$ cat src/hdl/spq_pkg.sv
package spq_pkg;

  // Queue size and field widths
  localparam int DEPTH      = 16;
  localparam int DATA_WIDTH = 32;
  localparam int PRIO_W     = 8;
  localparam int BYTES_W    = 3;
  localparam int OP_W       = 2;
  localparam int STATUS_W   = 2;
  localparam int TOTAL_W    = 5;
  localparam int CNT_W      = $clog2(DEPTH + 1);

  typedef logic [OP_W-1:0]     op_t;
  typedef logic [STATUS_W-1:0] status_t;

  // Request operation codes
  localparam op_t OP_PUSH  = OP_W'(0);
  localparam op_t OP_POP   = OP_W'(1);
  localparam op_t OP_CLEAR = OP_W'(2);

  // Result status codes
  localparam status_t ST_DONE  = STATUS_W'(0);
  localparam status_t ST_FULL  = STATUS_W'(1);
  localparam status_t ST_EMPTY = STATUS_W'(2);

  // One stored entry
  typedef struct packed {
    logic signed [PRIO_W-1:0] prio;
    logic [DATA_WIDTH-1:0]    data;
    logic [BYTES_W-1:0]       bytes;
  } entry_t;

  // Control broadcast to every cell of the row
  typedef struct packed {
    logic   push;
    logic   pop;
    entry_t new_ent;
  } cell_ctrl_t;

endpackage

$ cat src/hdl/spq_in_if.sv
interface spq_in_if;
  import spq_pkg::*;

  logic                     valid;
  logic                     ready;
  logic [OP_W-1:0]          operation;
  logic signed [PRIO_W-1:0] priority_req;
  logic [DATA_WIDTH-1:0]    payload;
  logic [BYTES_W-1:0]       payload_bytes;

  modport source (
    output valid, operation, priority_req, payload, payload_bytes,
    input  ready
  );

  modport sink (
    input  valid, operation, priority_req, payload, payload_bytes,
    output ready
  );

endinterface

$ cat src/hdl/spq_out_if.sv
interface spq_out_if;
  import spq_pkg::*;

  logic                     valid;
  logic                     ready;
  logic [STATUS_W-1:0]      status;
  logic signed [PRIO_W-1:0] out_priority;
  logic [DATA_WIDTH-1:0]    out_payload;
  logic [BYTES_W-1:0]       out_bytes;
  logic                     head_valid;
  logic signed [PRIO_W-1:0] head_priority;
  logic [DATA_WIDTH-1:0]    head_payload;
  logic [BYTES_W-1:0]       head_bytes;
  logic [TOTAL_W-1:0]       entry_total;

  modport source (
    output valid, status, out_priority, out_payload, out_bytes,
           head_valid, head_priority, head_payload, head_bytes, entry_total,
    input  ready
  );

  modport sink (
    input  valid, status, out_priority, out_payload, out_bytes,
           head_valid, head_priority, head_payload, head_bytes, entry_total,
    output ready
  );

endinterface

$ cat src/hdl/stable_priority_queue.sv
// A result is registered when its request is accepted.
// Throughput: one request per cycle unless a result stalls; the whole cell
// row moves in that cycle. A new request is taken while the previous result
// waits, if the output register empties in the same cycle.
// Reset (synchronous, active low) empties the queue and drops any pending
// result; stored entry contents are left as they are.
module stable_priority_queue (
  input logic      clk,
  input logic      rst_n,
  spq_in_if.sink   in_if,
  spq_out_if.source out_if
);
  import spq_pkg::*;

  logic              accept;
  logic              push_ok;
  logic              pop_ok;
  logic              clr;
  logic              full;
  logic              empty;
  status_t           status_nxt;
  logic [CNT_W-1:0]  count_r;
  logic [CNT_W-1:0]  count_nxt;
  cell_ctrl_t        ctrl;
  entry_t            cell_ent [DEPTH];
  entry_t            cell_nxt [DEPTH];
  logic [DEPTH-1:0]  keep;
  logic              out_valid_r;
  status_t           status_r;
  entry_t            popped_r;
  entry_t            head_r;
  logic              head_valid_r;
  logic [CNT_W-1:0]  total_r;

  assign in_if.ready = !out_valid_r || out_if.ready;
  assign accept      = in_if.valid && in_if.ready;
  assign full        = (count_r == CNT_W'(DEPTH));
  assign empty       = (count_r == '0);

  // Decode the request
  always_comb begin
    push_ok    = 1'b0;
    pop_ok     = 1'b0;
    clr        = 1'b0;
    status_nxt = ST_DONE;
    unique case (in_if.operation)
      OP_PUSH: begin
        push_ok    = accept && !full;
        status_nxt = full ? ST_FULL : ST_DONE;
      end
      OP_POP: begin
        pop_ok     = accept && !empty;
        status_nxt = empty ? ST_EMPTY : ST_DONE;
      end
      OP_CLEAR: begin
        clr = accept;
      end
      default: begin
        status_nxt = ST_DONE;
      end
    endcase
  end

  assign ctrl.push          = push_ok;
  assign ctrl.pop           = pop_ok;
  assign ctrl.new_ent.prio  = in_if.priority_req;
  assign ctrl.new_ent.data  = in_if.payload;
  assign ctrl.new_ent.bytes = in_if.payload_bytes;

  // Row of cells, head at index zero
  for (genvar i = 0; i < DEPTH; i++) begin : g_cell
    logic   left_keep;
    entry_t left_ent;
    entry_t right_ent;
    logic   occupied;

    assign occupied = (CNT_W'(i) < count_r);

    if (i == 0) begin : g_head
      assign left_keep = 1'b1;
      assign left_ent  = ctrl.new_ent;
    end else begin : g_mid
      assign left_keep = keep[i-1];
      assign left_ent  = cell_ent[i-1];
    end

    if (i == DEPTH - 1) begin : g_tail
      assign right_ent = '0;
    end else begin : g_body
      assign right_ent = cell_ent[i+1];
    end

    spq_cell u_cell (
      .clk       (clk),
      .ctrl      (ctrl),
      .occupied  (occupied),
      .left_keep (left_keep),
      .left_ent  (left_ent),
      .right_ent (right_ent),
      .keep      (keep[i]),
      .ent_r     (cell_ent[i]),
      .ent_nxt   (cell_nxt[i])
    );
  end

  // Advance the entry count
  always_comb begin
    count_nxt = count_r;
    if (clr) begin
      count_nxt = '0;
    end else if (push_ok) begin
      count_nxt = count_r + CNT_W'(1);
    end else if (pop_ok) begin
      count_nxt = count_r - CNT_W'(1);
    end
  end

  always_ff @(posedge clk) begin
    if (!rst_n) begin
      count_r <= '0;
    end else begin
      count_r <= count_nxt;
    end
  end

  // Hold the result until taken
  always_ff @(posedge clk) begin
    if (!rst_n) begin
      out_valid_r <= 1'b0;
    end else if (accept) begin
      out_valid_r <= 1'b1;
    end else if (out_if.ready) begin
      out_valid_r <= 1'b0;
    end
  end

  // Capture the result fields
  always_ff @(posedge clk) begin
    if (accept) begin
      status_r     <= status_nxt;
      popped_r     <= pop_ok ? cell_ent[0] : '0;
      head_valid_r <= (count_nxt != '0);
      head_r       <= (count_nxt != '0) ? cell_nxt[0] : '0;
      total_r      <= count_nxt;
    end
  end

  assign out_if.valid         = out_valid_r;
  assign out_if.status        = status_r;
  assign out_if.out_priority  = popped_r.prio;
  assign out_if.out_payload   = popped_r.data;
  assign out_if.out_bytes     = popped_r.bytes;
  assign out_if.head_valid    = head_valid_r;
  assign out_if.head_priority = head_r.prio;
  assign out_if.head_payload  = head_r.data;
  assign out_if.head_bytes    = head_r.bytes;
  assign out_if.entry_total   = TOTAL_W'(total_r);

endmodule

$ cat src/hdl/spq_cell.sv
module spq_cell (
  input  logic                clk,
  input  spq_pkg::cell_ctrl_t ctrl,
  input  logic                occupied,
  input  logic                left_keep,
  input  spq_pkg::entry_t     left_ent,
  input  spq_pkg::entry_t     right_ent,
  output logic                keep,
  output spq_pkg::entry_t     ent_r,
  output spq_pkg::entry_t     ent_nxt
);
  import spq_pkg::*;

  // Stay put on a push when holding a priority not above the new one
  assign keep = occupied && ($signed(ent_r.prio) <= $signed(ctrl.new_ent.prio));

  // Hold, take the new entry, shift right on push, shift left on pop
  always_comb begin
    ent_nxt = ent_r;
    if (ctrl.push) begin
      if (keep) begin
        ent_nxt = ent_r;
      end else if (left_keep) begin
        ent_nxt = ctrl.new_ent;
      end else begin
        ent_nxt = left_ent;
      end
    end else if (ctrl.pop) begin
      ent_nxt = right_ent;
    end
  end

  always_ff @(posedge clk) begin
    ent_r <= ent_nxt;
  end

endmodule

$ cat src/flat_wrapper.sv
// flat-port wrapper written by rule: the top's interface ports become plain ports
module stable_priority_queue_flat import spq_pkg::*;
  (clk, rst_n, in_if_valid, in_if_operation, in_if_priority_req, in_if_payload, in_if_payload_bytes, in_if_ready, out_if_valid, out_if_status, out_if_out_priority, out_if_out_payload, out_if_out_bytes, out_if_head_valid, out_if_head_priority, out_if_head_payload, out_if_head_bytes, out_if_entry_total, out_if_ready);
  spq_in_if in_if_i ();
  spq_out_if out_if_i ();
  input logic clk;
  input logic rst_n;
  input wire logic [$bits(in_if_i.valid)-1:0] in_if_valid;
  input wire logic [$bits(in_if_i.operation)-1:0] in_if_operation;
  input wire logic [$bits(in_if_i.priority_req)-1:0] in_if_priority_req;
  input wire logic [$bits(in_if_i.payload)-1:0] in_if_payload;
  input wire logic [$bits(in_if_i.payload_bytes)-1:0] in_if_payload_bytes;
  output wire logic [$bits(in_if_i.ready)-1:0] in_if_ready;
  output wire logic [$bits(out_if_i.valid)-1:0] out_if_valid;
  output wire logic [$bits(out_if_i.status)-1:0] out_if_status;
  output wire logic [$bits(out_if_i.out_priority)-1:0] out_if_out_priority;
  output wire logic [$bits(out_if_i.out_payload)-1:0] out_if_out_payload;
  output wire logic [$bits(out_if_i.out_bytes)-1:0] out_if_out_bytes;
  output wire logic [$bits(out_if_i.head_valid)-1:0] out_if_head_valid;
  output wire logic [$bits(out_if_i.head_priority)-1:0] out_if_head_priority;
  output wire logic [$bits(out_if_i.head_payload)-1:0] out_if_head_payload;
  output wire logic [$bits(out_if_i.head_bytes)-1:0] out_if_head_bytes;
  output wire logic [$bits(out_if_i.entry_total)-1:0] out_if_entry_total;
  input wire logic [$bits(out_if_i.ready)-1:0] out_if_ready;
  assign in_if_i.valid = in_if_valid;
  assign in_if_i.operation = in_if_operation;
  assign in_if_i.priority_req = in_if_priority_req;
  assign in_if_i.payload = in_if_payload;
  assign in_if_i.payload_bytes = in_if_payload_bytes;
  assign in_if_ready = in_if_i.ready;
  assign out_if_valid = out_if_i.valid;
  assign out_if_status = out_if_i.status;
  assign out_if_out_priority = out_if_i.out_priority;
  assign out_if_out_payload = out_if_i.out_payload;
  assign out_if_out_bytes = out_if_i.out_bytes;
  assign out_if_head_valid = out_if_i.head_valid;
  assign out_if_head_priority = out_if_i.head_priority;
  assign out_if_head_payload = out_if_i.head_payload;
  assign out_if_head_bytes = out_if_i.head_bytes;
  assign out_if_entry_total = out_if_i.entry_total;
  assign out_if_i.ready = out_if_ready;
  stable_priority_queue u_core (.clk(clk), .rst_n(rst_n), .in_if(in_if_i), .out_if(out_if_i));
endmodule
$ cat config.mk
export PLATFORM = sky130hd
export DESIGN_NAME = stable_priority_queue_flat
export DESIGN_NICKNAME = d
export VERILOG_FILES = /design/src/hdl/spq_pkg.sv /design/src/hdl/spq_in_if.sv /design/src/hdl/spq_out_if.sv /design/src/hdl/stable_priority_queue.sv /design/src/hdl/spq_cell.sv /design/src/flat_wrapper.sv
export SDC_FILE = /design/constraint.sdc
export NUM_CORES = 2
export LEC_CHECK = 0
export BUFFER_PORTS_ARGS = -buffer_cell sky130_fd_sc_hd__clkbuf_2
export CORE_MARGIN = 2
export CORE_UTILIZATION = 57
export DETAILED_ROUTE_END_ITERATION = 10
export PLACE_DENSITY = 0.73
export SKIP_CTS_REPAIR_TIMING = 1
export SLEW_MARGIN = 15
export SYNTH_ARGS = -nofsm -noshare
export SYNTH_HDL_FRONTEND = slang
export SYNTH_SLANG_ARGS = --single-unit
$ cat constraint.sdc
create_clock -name clk -period 5.3 [get_ports clk]
set_input_delay 0.53 -clock clk [delete_from_list [all_inputs] [get_ports clk]]
set_output_delay 0.53 -clock clk [all_outputs]
set_load 0.1 [all_outputs]
==> metrics <==
first-pass GRT wire length=161700 um; num rows=98; final worst path period need=3.866 ns; CTS sink cnt=788; Die Width=272 um; Hold Path Sink=u_core.out_if.valid; Die Y-Extent=272 um; PD cells=344.5 nW/um2; largest net degree at the start of global routing=266; DRT Pass-1 Iters=6; hold depth=2; post-route setup TNS=0 ns; Primary FF master, synth=edfxtp_1; Clock Pin Slew Worst Setup and Hold Paths=0.06 ns; layout cell share with drive strength beyond 1=9.997%; most common cell after layout, fill and taps aside=edfxtp_1; slew margin rel.=27.15%; Mean Syn Cell Area=10.60 um2; worst slew pin tran=1.093 ns; maximum buffer depth of the clock tree=3; Layout Area Growth over Synthesis=10.48%; period utilisation layout=72.95%; status=complete, no violations; Setup Skew=0.02859 ns; Internal Pwr Total=11220 uW; Final GP Congestion=0.8919; H-tree depth=3; gr usage total=27.58%; Yosys Warn Count=0; final core utilization=63.49%; Hold Startpoint=rst_n; Crit Path Category=primary input to register; most frequent cells in the layout=edfxtp_1 (739), nand2_1 (684), nand3_1 (339), mux2i_1 (307), o21ai_0 (274); Comb pwr share=14.7%; antenna violations before repair=2; cell accounting for the most synthesized area=edfxtp_1; Fmax=0.2586 GHz; Total Wirelength=104700 um; switching share of power=27.98%; Switch Pwr=4360 uW; Routed WL per cell=21.58 um; CTS tree=done; CP Capture Type=register; DP HPWL=70770 um; mapped cell area=40940 um2; number of enable flip-flop cells after synthesis=739; Total Die Area=73980 um2; R2R Setup Slk=1.50 ns; sequential share of the synthesized area=56.60%; antenna viol nets, final=0; crit-path max FO=43; core area=71240 um2; share of flip-flops with an asynchronous set or reset=0%; final max-slew violation count=0; max-cap violation count=0; I/O pin count=145; # setup viols final=0; clock power share=36.3%; CTS Root Cell=clkbuf_16; sequential power share=49.0%; number of DRC markers in iteration 0=4394; DRC=0; Worst Hold Class=primary input to register; cts bufs inserted=81; required time worst endpoint=5.65 ns; Hold WS=0.1759 ns; post-synth top area share=54.21%; RSZ-0062 raised after global routing=no; #FFs+latches synth=788; top cells by area, synth=edfxtp_1 (54%), mux2i_1 (7.5%), nand2_1 (6.4%); via count=30620; Final Net Count=4019; Starting Density=57.47%; Filler Cell Count=5593; R2R cell count=8; power consumption=15580 uW; Leak=0.01730 uW; Synth Instances=3863; Final Hold Viols=0; GRT Residual Overflow=0; Port Buffers=144; worst endpoint data arrival time=4.22 ns; vias in the first global route=27300; clock latency on the worst-skew pair=0.64 ns; Reg-to-Reg End=u_core.g_cell[2].u_cell.ent_r[18]; Startpoint Class=primary input; Peak VDD IR=311.1 uV; RR Startpoint=u_core.count_r[1]; vias per inst=6.308; synth unique cells=59; Mapped Nets=4044
## worst max-delay path: stages
cell and delay, ns:
clkbuf_2 0.43, inv_1 0.54, ha_1 0.38, a21oi_1 0.14, o21ai_0 0.10, a311oi_1 0.59, mux2_2 0.27, a31o_2 0.84
a21oi_1 0.19, nor2b_1 0.17
## state kept, by name, summed over array words and instances, names as in the netlist
| register | cells |
|---|---|
| u_core.g_cell.u_cell.ent_r | 688 |
| u_core.out_if.head_payload | 32 |
| u_core.out_if.out_payload | 32 |
| u_core.out_if.head_priority | 8 |
| u_core.out_if.out_priority | 8 |
| u_core.count_r | 5 |
| u_core.out_if.entry_total | 5 |
| u_core.out_if.head_bytes | 3 |
| u_core.out_if.out_bytes | 3 |
| u_core.out_if.status | 2 |
| u_core.out_if.head_valid | 1 |
| u_core.out_if.valid | 1 |
## synth_stat cells (all sizes together) (2+ instances only)
| cell | count |
|---|---|
| edfxtp | 739 |
| nand2 | 696 |
| nand3 | 339 |
| mux2i | 308 |
| o21ai | 285 |
| o211ai | 263 |
| clkbuf | 262 |
| a21oi | 213 |
| nor2 | 151 |
| ha | 132 |
| buf | 71 |
| and2 | 53 |
| dfxtp | 49 |
| inv | 48 |
| a31oi | 43 |
| a22o | 41 |
| nand4 | 31 |
| nor2b | 22 |
| nand2b | 15 |
| o221ai | 13 |
| a21o | 11 |
| o22ai | 8 |
| o31ai | 7 |
| o21a | 6 |
| nor3 | 5 |
| and3 | 4 |
| nor4 | 4 |
| o32ai | 4 |
| a211oi | 3 |
| a311oi | 3 |
| o21bai | 3 |
| or2 | 3 |
| or3 | 3 |
| a2bb2oi | 2 |
| a31o | 2 |
| nor3b | 2 |
| xor2 | 2 |
## cell families (layout without fill, tap and decap cells)
group	after synthesis	count (layout)	synth area share, %
xor+xnor	3	3	0.06419
mux	309	309	7.558
buf+inv	381	419	3.625
fa+ha+maj	132	132	4.034
flops	788	788	56.60
simple gates	1332	1332	14.25
other cells	0	2	0
compound gates	918	918	13.87
## stage by stage
stage / area (um2) / std cells / setup slack [ns]
after floorplan: 40940 / 3863 / -0.1833
final: 45230 / 4853 / 1.434
after CTS: 45220 / 4851 / 1.545
after global placement: 42620 / 4705 / 0.9713
after detailed placement: 42620 / 4705 / 0.8914
after global routing: 45230 / 4852 / 1.239
## power by group through the flow
| stage | sequential [uW] | clock [uW] | combinational [uW] |
|---|---|---|---|
| floorplan | 8130 | 0 | 1260 |
| global placement | 7730 | 0 | 2210 |
| detailed placement | 7740 | 0 | 2270 |
| CTS | 7610 | 5710 | 2270 |
| global route | 7660 | 5940 | 2490 |
| finish | 7630 | 5660 | 2290 |
## metal layers
metal / GRT usage (%) / share of wire, %
met3: 3.844 / 10
met5: 0 / 0
met4: 6.420 / 1.7
met1: 46.32 / 48
met2: 37.14 / 40
## how the worst max path moves through the flow
stage,endpoint,cells after the start,from
2_1_floorplan,u_core.g_cell[8].u_cell.ent_r[0],10,u_core.count_r[1]
3_3_place_gp,u_core.out_if.head_priority[0],10,in_if_priority_req[5]
3_5_place_dp,u_core.out_if.head_priority[7],10,in_if_priority_req[2]
4_1_cts,u_core.out_if.head_priority[7],10,in_if_priority_req[2]
5_1_grt,u_core.out_if.head_priority[0],10,in_if_priority_req[2]
6_report,u_core.out_if.head_priority[0],10,in_if_priority_req[2]
## area by class of cell
class	instances	area, um2	area share, %
inverter	48	180.2	0.3984
clock buffer	109	2285	5.051
clock inverter	37	324.1	0.7165
sequential	788	23170	51.23
antenna	2	5.005	0.01107
multi-input combinational	2694	16560	36.61
timing repair buffer	225	1516	3.353
tap	950	1189	2.628
(Power assumes the default switching activity.)
